File: config.mk
export PLATFORM = sky130hd
export DESIGN_NAME = mecanum_wheel_pwm_mixer
export DESIGN_NICKNAME = d
export VERILOG_FILES = /design/src/design/mwpm_pkg.sv /design/src/design/mwpm_median_batch.sv /design/src/design/mwpm_axis_lane.sv /design/src/design/mwpm_wheel_lane.sv /design/src/design/mecanum_wheel_pwm_mixer.sv
export SDC_FILE = /design/constraint.sdc
export NUM_CORES = 2
export LEC_CHECK = 0
export ABC_AREA = 1
export BUFFER_PORTS_ARGS = -buffer_cell sky130_fd_sc_hd__buf_4
export CELL_PAD_IN_SITES_DETAIL_PLACEMENT = 2
export CELL_PAD_IN_SITES_GLOBAL_PLACEMENT = 2
export CORE_ASPECT_RATIO = 1.1
export CORE_MARGIN = 2
export CORE_UTILIZATION = 24
export DETAILED_ROUTE_END_ITERATION = 16
export GPL_TIMING_DRIVEN = 0
export HOLD_SLACK_MARGIN = 0.12
export PLACE_DENSITY = 0.6
export SYNTH_ARGS = -nofsm -noshare
export SYNTH_HDL_FRONTEND = slang
export SYNTH_HIERARCHICAL = 1
export SYNTH_SLANG_ARGS = --single-unit
export TNS_END_PERCENT = 50
File: constraint.sdc
create_clock -name clock -period 8.6 [get_ports clock]
set_clock_uncertainty 0.05 [all_clocks]
set_input_delay 0 -clock clock [delete_from_list [all_inputs] [get_ports clock]]
set_output_delay 0 -clock clock [all_outputs]
set_load 0.005 [all_outputs]
File: src/design/mwpm_pkg.sv
// mecanum wheel pwm mixer: shared types, constants and register codes
// used by every design file; depends on nothing
`timescale 1ns / 1ps
`default_nettype none

package mwpm_pkg;

   // median batch
   localparam int MEDIAN_WINDOW = 5;
   localparam int FILL_W        = $clog2(MEDIAN_WINDOW);
   localparam int RANK_W        = $clog2(MEDIAN_WINDOW);

   // field widths
   localparam int AXIS_IN_W  = 8;
   localparam int AXIS_W     = 11;
   localparam int SUM_W      = 13;
   localparam int COMPARE_W  = 9;
   localparam int DEAD_W     = 9;
   localparam int CSR_IDX_W  = 1;
   localparam int CSR_DATA_W = 9;

   // axis map: (v - lo) * 127 / span - 127, truncated toward zero
   localparam int ABSENT_AXIS   = 50;
   localparam int JOY_LO        = 10;
   localparam int TILT_LO       = -90;
   localparam int JOY_SPAN      = 40;
   localparam int TILT_SPAN     = 90;
   localparam int AXIS_HALF     = 127;
   localparam int AXIS_SHIFT    = 16;
   localparam int AXIS_RECIP_W  = 18;
   localparam int JOY_RECIP     = (AXIS_HALF * (2 ** AXIS_SHIFT) + JOY_SPAN - 1) / JOY_SPAN;
   localparam int TILT_RECIP    = (AXIS_HALF * (2 ** AXIS_SHIFT) + TILT_SPAN - 1) / TILT_SPAN;

   // wheel map: (s + 127) * 499 / 127 - 499, truncated toward zero
   localparam int WHEEL_MAX     = 499;
   localparam int WHEEL_SHIFT   = 20;
   localparam int WHEEL_RECIP_W = 23;
   localparam int WHEEL_RECIP   =
      (WHEEL_MAX * (2 ** WHEEL_SHIFT) + AXIS_HALF - 1) / AXIS_HALF;
   localparam int PWM_TOP       = 500;

   // configuration register indexes
   localparam logic [CSR_IDX_W-1:0] CSR_MIXING_MODE = 1'd0;
   localparam logic [CSR_IDX_W-1:0] CSR_DEAD_BAND   = 1'd1;

   localparam logic [DEAD_W-1:0] DEAD_BAND_RESET = 9'd20;

   typedef enum logic [1:0] {
      MODE_RADIO_JOY  = 2'd0,
      MODE_APP_JOY    = 2'd1,
      MODE_RADIO_TILT = 2'd2,
      MODE_APP_TILT   = 2'd3
   } mode_type;

   typedef logic signed [AXIS_IN_W-1:0] sample_batch_type [MEDIAN_WINDOW];

   // load enables of the two wheel lane stages
   typedef struct packed {
      logic mul;
      logic fin;
   } wheel_en_type;

endpackage

`default_nettype wire

File: src/design/mwpm_median_batch.sv
// app tilt batch store and median network for pitch and roll
// depends on mwpm_pkg
`timescale 1ns / 1ps
`default_nettype none

module mwpm_median_batch (
   input  wire logic                                    clock,
   input  wire logic                                    reset,
   input  wire logic                                    wr_en,
   input  wire logic signed [mwpm_pkg::AXIS_IN_W-1:0]   pitch_in,
   input  wire logic signed [mwpm_pkg::AXIS_IN_W-1:0]   roll_in,
   output logic                                         last,
   output logic signed [mwpm_pkg::AXIS_IN_W-1:0]        pitch_med,
   output logic signed [mwpm_pkg::AXIS_IN_W-1:0]        roll_med
);

   mwpm_pkg::sample_batch_type            pitch_ff;
   mwpm_pkg::sample_batch_type            roll_ff;
   logic [mwpm_pkg::FILL_W-1:0]           fill_ff;
   logic [mwpm_pkg::FILL_W-1:0]           fill_in;

   // rank of each entry with ties broken by position; the median has the middle rank
   function automatic logic signed [mwpm_pkg::AXIS_IN_W-1:0] batch_median(
      input mwpm_pkg::sample_batch_type t
   );
      logic [mwpm_pkg::RANK_W-1:0]              rank;
      logic signed [mwpm_pkg::AXIS_IN_W-1:0]    res;
      res = '0;
      for (int i = 0; i < mwpm_pkg::MEDIAN_WINDOW; i++) begin
         rank = '0;
         for (int j = 0; j < mwpm_pkg::MEDIAN_WINDOW; j++) begin
            if ((t[j] < t[i]) || ((t[j] == t[i]) && (j < i))) begin
               rank = rank + mwpm_pkg::RANK_W'(1);
            end
         end
         if (rank == mwpm_pkg::RANK_W'(mwpm_pkg::MEDIAN_WINDOW / 2)) begin
            res = t[i];
         end
      end
      return res;
   endfunction

   assign last      = (fill_ff == mwpm_pkg::FILL_W'(mwpm_pkg::MEDIAN_WINDOW - 1));
   assign fill_in   = last ? '0 : fill_ff + mwpm_pkg::FILL_W'(1);
   assign pitch_med = batch_median(pitch_ff);
   assign roll_med  = batch_median(roll_ff);

   always_ff @(posedge clock) begin
      if (reset) begin
         fill_ff <= '0;
      end else if (wr_en) begin
         fill_ff <= fill_in;
      end
   end

   always_ff @(posedge clock) begin
      if (wr_en) begin
         pitch_ff[fill_ff] <= pitch_in;
         roll_ff[fill_ff]  <= roll_in;
      end
   end

endmodule

`default_nettype wire

File: src/design/mwpm_axis_lane.sv
// one axis lane: absent stick substitution and linear rescale to -127..127
// depends on mwpm_pkg
`timescale 1ns / 1ps
`default_nettype none

module mwpm_axis_lane (
   input  wire logic                                    clock,
   input  wire logic                                    en,
   input  wire mwpm_pkg::mode_type                      mode,
   input  wire logic signed [mwpm_pkg::AXIS_IN_W-1:0]   axis_in,
   input  wire logic                                    present,
   output logic signed [mwpm_pkg::AXIS_W-1:0]           mapped
);

   logic                                     joy;
   logic                                     tilt_app;
   logic signed [mwpm_pkg::AXIS_IN_W-1:0]    src;
   logic signed [9:0]                        offs;
   logic                                     neg;
   logic [7:0]                               mag;
   logic [mwpm_pkg::AXIS_RECIP_W-1:0]        recip;
   logic [mwpm_pkg::AXIS_RECIP_W+7:0]        prod;
   logic [8:0]                               quo;
   logic signed [mwpm_pkg::AXIS_W-1:0]       sq;
   logic signed [mwpm_pkg::AXIS_W-1:0]       mapped_in;
   logic signed [mwpm_pkg::AXIS_W-1:0]       mapped_ff;

   assign joy      = (mode == mwpm_pkg::MODE_RADIO_JOY) || (mode == mwpm_pkg::MODE_APP_JOY);
   assign tilt_app = (mode == mwpm_pkg::MODE_APP_TILT);
   assign src      = (joy && !present) ? mwpm_pkg::AXIS_IN_W'(mwpm_pkg::ABSENT_AXIS) : axis_in;
   assign offs     = tilt_app ? 10'(src) - 10'(mwpm_pkg::TILT_LO)
                              : 10'(src) - 10'(mwpm_pkg::JOY_LO);
   assign neg      = offs[9];
   assign mag      = 8'(neg ? -offs : offs);
   assign recip    = tilt_app ? mwpm_pkg::AXIS_RECIP_W'(mwpm_pkg::TILT_RECIP)
                              : mwpm_pkg::AXIS_RECIP_W'(mwpm_pkg::JOY_RECIP);
   assign prod     = (mwpm_pkg::AXIS_RECIP_W + 8)'(mag)
                   * (mwpm_pkg::AXIS_RECIP_W + 8)'(recip);
   assign quo      = prod[mwpm_pkg::AXIS_SHIFT+8:mwpm_pkg::AXIS_SHIFT];
   assign sq       = $signed({2'b00, quo});
   assign mapped_in = (neg ? -sq : sq) - mwpm_pkg::AXIS_W'(mwpm_pkg::AXIS_HALF);

   always_ff @(posedge clock) begin
      if (en) begin
         mapped_ff <= mapped_in;
      end
   end

   assign mapped = mapped_ff;

endmodule

`default_nettype wire

File: src/design/mwpm_wheel_lane.sv
// one wheel lane: rescale to -499..499, deadband, clamp, compare and direction
// depends on mwpm_pkg
`timescale 1ns / 1ps
`default_nettype none

module mwpm_wheel_lane (
   input  wire logic                                 clock,
   input  wire mwpm_pkg::wheel_en_type               en,
   input  wire logic                                 polarity_inv,
   input  wire logic [mwpm_pkg::DEAD_W-1:0]          dead_band,
   input  wire logic signed [mwpm_pkg::SUM_W-1:0]    sum_in,
   output logic [mwpm_pkg::COMPARE_W-1:0]            compare,
   output logic                                      reverse
);

   logic signed [13:0]                          x;
   logic                                        neg;
   logic [11:0]                                 mag;
   logic [mwpm_pkg::WHEEL_RECIP_W+11:0]         prod;
   logic [13:0]                                 quo;
   logic signed [14:0]                          sq;
   logic signed [14:0]                          scaled_in;
   logic signed [14:0]                          scaled_ff;
   logic signed [15:0]                          p;
   logic signed [15:0]                          db;
   logic signed [15:0]                          pc;
   logic                                        nonneg;
   logic [mwpm_pkg::COMPARE_W-1:0]              m;
   logic [mwpm_pkg::COMPARE_W-1:0]              compare_in;
   logic                                        reverse_in;
   logic [mwpm_pkg::COMPARE_W-1:0]              compare_ff;
   logic                                        reverse_ff;

   // multiply stage
   assign x    = 14'(sum_in) + 14'(mwpm_pkg::AXIS_HALF);
   assign neg  = x[13];
   assign mag  = 12'(neg ? -x : x);
   assign prod = (mwpm_pkg::WHEEL_RECIP_W + 12)'(mag)
               * (mwpm_pkg::WHEEL_RECIP_W + 12)'(mwpm_pkg::WHEEL_RECIP);
   assign quo  = prod[mwpm_pkg::WHEEL_SHIFT+13:mwpm_pkg::WHEEL_SHIFT];
   assign sq   = $signed({1'b0, quo});
   assign scaled_in = neg ? -sq : sq;

   always_ff @(posedge clock) begin
      if (en.mul) begin
         scaled_ff <= scaled_in;
      end
   end

   // finish stage
   assign p  = 16'(scaled_ff) - 16'(mwpm_pkg::WHEEL_MAX);
   assign db = $signed({7'd0, dead_band});

   always_comb begin
      priority if ((p < db) && (p > -db)) begin
         pc = '0;
      end else if (p > 16'(mwpm_pkg::WHEEL_MAX)) begin
         pc = 16'(mwpm_pkg::WHEEL_MAX);
      end else if (p < -16'(mwpm_pkg::WHEEL_MAX)) begin
         pc = -16'(mwpm_pkg::WHEEL_MAX);
      end else begin
         pc = p;
      end
   end

   assign nonneg     = ~pc[15];
   assign m          = mwpm_pkg::COMPARE_W'(nonneg ? pc : -pc);
   assign compare_in = (nonneg ^ polarity_inv) ? m
                                               : mwpm_pkg::COMPARE_W'(mwpm_pkg::PWM_TOP) - m;
   assign reverse_in = ~(nonneg ^ polarity_inv);

   always_ff @(posedge clock) begin
      if (en.fin) begin
         compare_ff <= compare_in;
         reverse_ff <= reverse_in;
      end
   end

   assign compare = compare_ff;
   assign reverse = reverse_ff;

endmodule

`default_nettype wire

File: src/design/mecanum_wheel_pwm_mixer.sv
// mecanum wheel pwm mixer top level: pipeline control, config registers, mixing stage
// depends on mwpm_pkg, mwpm_median_batch, mwpm_axis_lane, mwpm_wheel_lane
//
//   channel   direction   handshake            payload
//   req_      in          req_valid/req_stall  four axes, two presence flags
//   rsp_      out         rsp_valid/rsp_stall  compare and reverse for four wheels
//   csr_      in          csr_valid/csr_ready  csr_index, csr_data
//
// one word in per cycle while req_stall is low
// app tilt mode gives one result for every fifth word, other modes one per word
// six stages: input, median, axis lanes, mixer, wheel multiply, wheel finish
// a stalled output holds only the stages behind it until a bubble is found
// synchronous reset clears valids and fill count and loads config reset values; csr_ready is always high
`timescale 1ns / 1ps
`default_nettype none

module mecanum_wheel_pwm_mixer (
   input  wire logic                                    clock,
   input  wire logic                                    reset,
   input  wire logic                                    req_valid,
   output logic                                         req_stall,
   input  wire logic signed [mwpm_pkg::AXIS_IN_W-1:0]   req_axis_a,
   input  wire logic signed [mwpm_pkg::AXIS_IN_W-1:0]   req_axis_b,
   input  wire logic signed [mwpm_pkg::AXIS_IN_W-1:0]   req_axis_c,
   input  wire logic signed [mwpm_pkg::AXIS_IN_W-1:0]   req_axis_d,
   input  wire logic                                    req_left_present,
   input  wire logic                                    req_right_present,
   output logic                                         rsp_valid,
   input  wire logic                                    rsp_stall,
   output logic [mwpm_pkg::COMPARE_W-1:0]               rsp_compare_front_left,
   output logic                                         rsp_reverse_front_left,
   output logic [mwpm_pkg::COMPARE_W-1:0]               rsp_compare_front_right,
   output logic                                         rsp_reverse_front_right,
   output logic [mwpm_pkg::COMPARE_W-1:0]               rsp_compare_rear_right,
   output logic                                         rsp_reverse_rear_right,
   output logic [mwpm_pkg::COMPARE_W-1:0]               rsp_compare_rear_left,
   output logic                                         rsp_reverse_rear_left,
   input  wire logic                                    csr_valid,
   output logic                                         csr_ready,
   input  wire logic [mwpm_pkg::CSR_IDX_W-1:0]          csr_index,
   input  wire logic [mwpm_pkg::CSR_DATA_W-1:0]         csr_data
);

   mwpm_pkg::mode_type                       mode_ff;
   logic [mwpm_pkg::DEAD_W-1:0]              dead_band_ff;

   logic v1_ff, v2_ff, v3_ff, v4_ff, v5_ff, rsp_valid_ff;
   logic en1, en2, en3, en4, en5, en_o;
   logic accept, tilt_wr, batch_last, v1_in;

   // stage 1
   logic signed [mwpm_pkg::AXIS_IN_W-1:0]    s1_axis_ff [4];
   logic [1:0]                               s1_present_ff;
   mwpm_pkg::mode_type                       s1_mode_ff;
   // stage 2
   logic signed [mwpm_pkg::AXIS_IN_W-1:0]    s2_axis_ff [4];
   logic signed [mwpm_pkg::AXIS_IN_W-1:0]    s2_axis_in [4];
   logic [1:0]                               s2_present_ff;
   mwpm_pkg::mode_type                       s2_mode_ff;
   logic signed [mwpm_pkg::AXIS_IN_W-1:0]    pitch_med, roll_med;
   // stage 3
   logic signed [mwpm_pkg::AXIS_W-1:0]       s3_axis [4];
   mwpm_pkg::mode_type                       s3_mode_ff;
   // stage 4
   logic signed [mwpm_pkg::SUM_W-1:0]        s4_sum_ff [4];
   logic signed [mwpm_pkg::SUM_W-1:0]        s4_sum_in [4];
   logic signed [mwpm_pkg::SUM_W-1:0]        lx, ly, rx, ry;

   mwpm_pkg::wheel_en_type                   wheel_en;
   logic [mwpm_pkg::COMPARE_W-1:0]           wheel_compare [4];
   logic                                     wheel_reverse [4];
   logic                                     wheel_inv [4];

   // pipeline enables ripple back from the output register
   assign en_o = ~rsp_valid_ff | ~rsp_stall;
   assign en5  = ~v5_ff | en_o;
   assign en4  = ~v4_ff | en5;
   assign en3  = ~v3_ff | en4;
   assign en2  = ~v2_ff | en3;
   assign en1  = ~v1_ff | en2;

   assign req_stall = ~en1;
   assign accept    = req_valid & en1;
   assign tilt_wr   = accept & (mode_ff == mwpm_pkg::MODE_APP_TILT);
   assign v1_in     = accept & ((mode_ff != mwpm_pkg::MODE_APP_TILT) | batch_last);
   assign csr_ready = 1'b1;
   assign rsp_valid = rsp_valid_ff;

   always_ff @(posedge clock) begin
      if (reset) begin
         mode_ff      <= mwpm_pkg::MODE_APP_JOY;
         dead_band_ff <= mwpm_pkg::DEAD_BAND_RESET;
      end else if (csr_valid) begin
         unique case (csr_index)
            mwpm_pkg::CSR_MIXING_MODE: begin
               mode_ff <= mwpm_pkg::mode_type'(csr_data[1:0]);
            end
            mwpm_pkg::CSR_DEAD_BAND: begin
               dead_band_ff <= csr_data;
            end
            default: begin
            end
         endcase
      end
   end

   always_ff @(posedge clock) begin
      if (reset) begin
         v1_ff        <= 1'b0;
         v2_ff        <= 1'b0;
         v3_ff        <= 1'b0;
         v4_ff        <= 1'b0;
         v5_ff        <= 1'b0;
         rsp_valid_ff <= 1'b0;
      end else begin
         if (en1) begin
            v1_ff <= v1_in;
         end
         if (en2) begin
            v2_ff <= v1_ff;
         end
         if (en3) begin
            v3_ff <= v2_ff;
         end
         if (en4) begin
            v4_ff <= v3_ff;
         end
         if (en5) begin
            v5_ff <= v4_ff;
         end
         if (en_o) begin
            rsp_valid_ff <= v5_ff;
         end
      end
   end

   // stage 1: input word
   always_ff @(posedge clock) begin
      if (accept) begin
         s1_axis_ff[0] <= req_axis_a;
         s1_axis_ff[1] <= req_axis_b;
         s1_axis_ff[2] <= req_axis_c;
         s1_axis_ff[3] <= req_axis_d;
         s1_present_ff <= {req_right_present, req_left_present};
         s1_mode_ff    <= mode_ff;
      end
   end

   mwpm_median_batch u_median (
      .clock     (clock),
      .reset     (reset),
      .wr_en     (tilt_wr),
      .pitch_in  (req_axis_a),
      .roll_in   (req_axis_b),
      .last      (batch_last),
      .pitch_med (pitch_med),
      .roll_med  (roll_med)
   );

   // stage 2: median select
   always_comb begin
      s2_axis_in[0] = s1_axis_ff[0];
      s2_axis_in[1] = s1_axis_ff[1];
      s2_axis_in[2] = s1_axis_ff[2];
      s2_axis_in[3] = s1_axis_ff[3];
      if (s1_mode_ff == mwpm_pkg::MODE_APP_TILT) begin
         s2_axis_in[0] = pitch_med;
         s2_axis_in[1] = roll_med;
      end
   end

   always_ff @(posedge clock) begin
      if (en2) begin
         s2_axis_ff    <= s2_axis_in;
         s2_present_ff <= s1_present_ff;
         s2_mode_ff    <= s1_mode_ff;
      end
   end

   // stage 3: axis lanes
   for (genvar i = 0; i < 4; i++) begin : g_axis
      mwpm_axis_lane u_axis (
         .clock   (clock),
         .en      (en3),
         .mode    (s2_mode_ff),
         .axis_in (s2_axis_ff[i]),
         .present (s2_present_ff[i/2]),
         .mapped  (s3_axis[i])
      );
   end

   always_ff @(posedge clock) begin
      if (en3) begin
         s3_mode_ff <= s2_mode_ff;
      end
   end

   // stage 4: mixing of lane results into wheel sums
   assign lx = mwpm_pkg::SUM_W'(s3_axis[0]);
   assign ly = mwpm_pkg::SUM_W'(s3_axis[1]);
   assign rx = mwpm_pkg::SUM_W'(s3_axis[2]);
   assign ry = mwpm_pkg::SUM_W'(s3_axis[3]);

   always_comb begin
      unique case (s3_mode_ff)
         mwpm_pkg::MODE_RADIO_JOY: begin
            s4_sum_in[0] = -ly - lx - ry - rx;
            s4_sum_in[1] = -ly + lx - ry + rx;
            s4_sum_in[2] = -ly - lx - ry + rx;
            s4_sum_in[3] = -ly + lx - ry - rx;
         end
         mwpm_pkg::MODE_APP_JOY: begin
            s4_sum_in[0] = -ly + lx - ry + rx;
            s4_sum_in[1] = -ly - lx - ry - rx;
            s4_sum_in[2] = -ly + lx - ry - rx;
            s4_sum_in[3] = -ly - lx - ry + rx;
         end
         mwpm_pkg::MODE_RADIO_TILT: begin
            s4_sum_in[0] = lx + ly;
            s4_sum_in[1] = lx - ly;
            s4_sum_in[2] = lx + ly;
            s4_sum_in[3] = lx - ly;
         end
         mwpm_pkg::MODE_APP_TILT: begin
            s4_sum_in[0] = -lx + ly;
            s4_sum_in[1] = -lx - ly;
            s4_sum_in[2] = -lx + ly;
            s4_sum_in[3] = -lx - ly;
         end
         default: begin
            s4_sum_in[0] = '0;
            s4_sum_in[1] = '0;
            s4_sum_in[2] = '0;
            s4_sum_in[3] = '0;
         end
      endcase
   end

   always_ff @(posedge clock) begin
      if (en4) begin
         s4_sum_ff <= s4_sum_in;
      end
   end

   // stages 5 and 6: wheel lanes, front left and rear right inverted
   assign wheel_en.mul = en5;
   assign wheel_en.fin = en_o;
   assign wheel_inv[0] = 1'b1;
   assign wheel_inv[1] = 1'b0;
   assign wheel_inv[2] = 1'b1;
   assign wheel_inv[3] = 1'b0;

   for (genvar w = 0; w < 4; w++) begin : g_wheel
      mwpm_wheel_lane u_wheel (
         .clock        (clock),
         .en           (wheel_en),
         .polarity_inv (wheel_inv[w]),
         .dead_band    (dead_band_ff),
         .sum_in       (s4_sum_ff[w]),
         .compare      (wheel_compare[w]),
         .reverse      (wheel_reverse[w])
      );
   end

   assign rsp_compare_front_left  = wheel_compare[0];
   assign rsp_reverse_front_left  = wheel_reverse[0];
   assign rsp_compare_front_right = wheel_compare[1];
   assign rsp_reverse_front_right = wheel_reverse[1];
   assign rsp_compare_rear_right  = wheel_compare[2];
   assign rsp_reverse_rear_right  = wheel_reverse[2];
   assign rsp_compare_rear_left   = wheel_compare[3];
   assign rsp_reverse_rear_left   = wheel_reverse[3];

endmodule

`default_nettype wire

==> run_results.csv <==
group,metric,value,unit
synth,synth_top_family_by_area,"adder cells",
synth,muxShareOfSynthArea,0.002429,
floorplan,rows,214,
worst_setup_path,cp_data_arrival_time,8.58,ns
synth,netlist_area,74160,um^2
worst_hold_path,worst_hold_path_type,"in -> reg",
clock_tree,cts_max_path_buffers,3,
timing,fmax,0.1219,GHz
synth,postSynth.asyncResetShare,0,
synth,synth_area_leaders,"fa_1 (19%), ha_1 (17%), edfxtp_1 (14%), inv_1 (11%), nand2_1 (10%)",
detailed_routing,firstDrtPassIters,5,
layout,layout.nets,12021,
layout,fin_util,0.2777,
detailed_routing,drt-total-wl,261.1,mm
global_route,grt_pass1_vias,74881,
worst_setup_path,r2r_cells,39,
floorplan,die_h,587.0,um
floorplan,num_io_pins,92,
floorplan,dieArea,313500,um^2
floorplan,core_area,308200,um^2
worst_setup_path,rrSetupSlack,0.40,ns
synth,synth_edf_count,350,
synth,synth_fa_ha_area_frac,0.3615,
placed_design,gp_congestion,0.8653,
layout,final_layout_size_suffix_gt1_frac,0.1054,
global_route,overflow,0,
flow_run,maxCapViolCount,0,
worst_setup_path,cp_common_cell,"nand2_1",
synth,synth_warnings,6,
floorplan,die_w,534.0,um
global_route,antenna_found_initial,2,
layout,fillers,35911,
worst_setup_path,slowest_delay,0.57,ns
clock_tree,htree_levels,2,
timing,rsz0062_at_grt,"yes",
status,status,"finished clean",
layout,multi_input_area,55850,um^2
worst_setup_path,r2r-start,"s2_mode_ff[1]",
layout,regArea,10910,um^2
worst_setup_path,cp.required,8.98,ns
placed_design,portBuffers,90,
worst_setup_path,worst-setup-path-type,"reg -> reg",
detailed_routing,drc_errors,0,
clock_tree,clk_pin_slew,0.07,ns
synth,synth-compound-area-share,0.08009,
synth,synth-simple-area-share,0.2418,
worst_setup_path,critPathSlowestCell,"fa_2",
detailed_routing,drt_iter0_markers,1755,
worst_setup_path,setup.worst_path.start_class,"flop",
global_route,grt_start_max_net_pins,63,
clock_tree,clk_latency,0.74,ns
detailed_routing,vias,64848,
placed_design,dp_hpwl,228.5,mm
worst_hold_path,hold_depth,2,
worst_hold_path,min_to,"g_wheel[2].u_wheel/compare[0]",
timing,hold_viol_final,0,
detailed_routing,avgViaCountPerCell,4.503,
clock_tree,cts_made_buffers,53,
clock_tree,cts_sinks,370,
timing,setup_viol,0,
synth,synth_top_area_frac,0.1911,
global_route,track_usage,0.1650,
floorplan,initial_core_util,0.2406,
worst_setup_path,worst_setup_path_end_kind,"flop",
timing,fin_crit_sh,0.9539,
synth,synth_cell_type_count,83,
synth,ys.flop_type,"edfxtp_1",
global_route,grt_pass1_wl,414.0,mm
worst_setup_path,r2r-end,"g_axis[1].u_axis/mapped[10]",
synth,synth_xor_area_frac,0.04378,
synth,ys_seq_area_frac,0.1471,
timing,layout_min_cycle_time,8.203,ns
synth,avgSynthCellArea,7.503,um^2
timing,slew_viol_final,0,
detailed_routing,wl_per_cell,18.13,um
layout,area_delta_synth_final,15.39,%
synth,ys_seq_elements,370,
clock_tree,cts_tree,"yes",
clock_tree,cts-root-buf,"clkbuf_16",
timing,maxSlewHeadroom,0.1989,
worst_hold_path,min_from,"rsp_stall",
worst_setup_path,cp_max_fo,11,
synth,synth_top_area_cell,"fa_1",
detailed_routing,final_antenna_net_count,0,
synth,synthesis.instances,9885,
timing,worst_pin_slew,1.202,ns
-- layout by cell type (no fill, tap or decap), types with 33 or more instances in the layout --
cell type and count:
inv_1 2238, nand2_1 1957, ha_1 986, fa_1 691, nor2_1 651, nand3_1 608
a21oi_1 403, edfxtp_1 350, o21ai_0 243, xor2_1 197, buf_4 194, nand2_2 182
nand4_1 124, dlygate4sd3_1 112, nor3_1 110, nor2_2 94, xnor2_1 81, inv_2 70
nand3_2 59, clkbuf_16 54, o21ai_1 50, nand3b_1 50, o21bai_1 47, a21oi_2 45
o21a_1 35, xor2_2 34, nor2_4 33
-- worst max-delay path: cells and delay by family (launching register included) --
family | cells | cell delay, ns
and+or+nand+nor | 16 | 1.83
xor gates and xnor gates | 1 | 0.15
AOI/OAI and AO/OA | 4 | 0.74
DFF | 1 | 0.41
buffers and inverters | 10 | 1.32
adders and majority gates | 8 | 3.41
-- worst max-delay path by stage --
stage	startpoint	end	slack, ns
global placement	s2_mode_ff[1]	g_axis[2].u_axis/mapped[8]	-2.34
global route	s2_mode_ff[1]	g_axis[1].u_axis/mapped[10]	-0.10
floorplan	s2_mode_ff[1]	g_axis[2].u_axis/mapped[8]	0.33
CTS	s4_sum_ff[0]	g_wheel[3].u_wheel/scaled_ff[12]	-0.01
detailed placement	s2_mode_ff[1]	g_axis[2].u_axis/mapped[8]	-2.48
finish	s2_mode_ff[1]	g_axis[1].u_axis/mapped[10]	0.40
-- routing by layer --
layer | vias to the layer above | routed length [um] | part of all wire | GRT usage
met3 | 230 | 4270 | 0.016 | 0.01222
met4 | 0 | 6542 | 0.025 | 0.03901
met1 | 32392 | 113300 | 0.43 | 0.1977
met5 | - | 0 | 0 | 0
li1 | 31777 | - | - | -
met2 | 449 | 137100 | 0.52 | 0.3150
-- synth_stat cells, types with 31 or more instances --
master,number
o21a_1,35
ha_1,1010
a21oi_1,439
o21ai_0,260
inv_1,2260
clkbuf_1,35
nor2_2,53
nand4_1,124
o21ai_1,43
inv_2,58
nand2_2,161
o21bai_1,50
xnor2_1,109
nor3_1,124
edfxtp_1,350
fa_1,708
a21o_1,31
nand3_1,615
nand3b_1,50
xor2_1,233
nand3_2,52
nand2_1,1983
nor2_1,710
-- cell type report --
class,count,area share
Antenna cell,2,0.00005848
Buffer,64,0.004913
Clock buffer,64,0.01633
Clock inverter,33,0.004372
Inverter,2335,0.1030
Multi-Input combinational cell,7126,0.6526
Sequential cell,370,0.1275
Tap cell,4104,0.06000
Timing Repair Buffer,304,0.03117
-- stage by stage --
step                      worst slack [ns]  TNS (ns)  hold slack [ns]  instance area, um^2  std cells
after floorplan                     0.3262         0          0.01244                74200       9896
after global placement              -2.335    -94.90           0.1286                80010      14090
after detailed placement            -2.480   -105.69           0.1293                80130      14096
after CTS                         -0.01121  -0.01653           0.2004                83890      14346
after global routing               -0.1012   -0.4001           0.2924                85580      14402
final                               0.3967         0           0.2335                85580      14402
-- logic make-up after synthesis --
group	Yosys count
flops	370
mux	16
simple gates	4003
fa+ha+maj	1718
compound gates	1014
buf+inv	2400
other cells	10
xor+xnor	354
-- state kept, by name, indices dropped and copies added (netlist names), 2 cells and up --
| signal | cells |
|---|---|
| s2_mode_ff | 2 |
| s2_axis_ff | 32 |
| s3_mode_ff | 2 |
| s4_sum_ff | 52 |
| u_median/fill_ff | 3 |
| g_axis.u_axis/mapped | 44 |
| g_wheel.u_wheel/compare | 36 |
| s2_present_ff | 2 |
| s1_mode_ff | 2 |
| g_wheel.u_wheel/reverse | 4 |
| u_median/pitch_ff | 40 |
| s1_present_ff | 2 |
| u_median/roll_ff | 40 |
| s1_axis_ff | 32 |
| g_wheel.u_wheel/scaled_ff | 60 |
| mode_ff | 2 |
| dead_band_ff | 9 |
-- repair_timing --
item,4_1_cts,5_1_grt
hold endpoints to repair,186,0
endpoints found under the setup margin,99,81
hold buffers,112,0
setup buffers,41,53
pin swaps,25,60
gates resized for setup,137,293
gates cloned,0,1
Power is not shown: default switching activity piles up to over one toggle a cycle in this logic, so the estimate is an artifact.
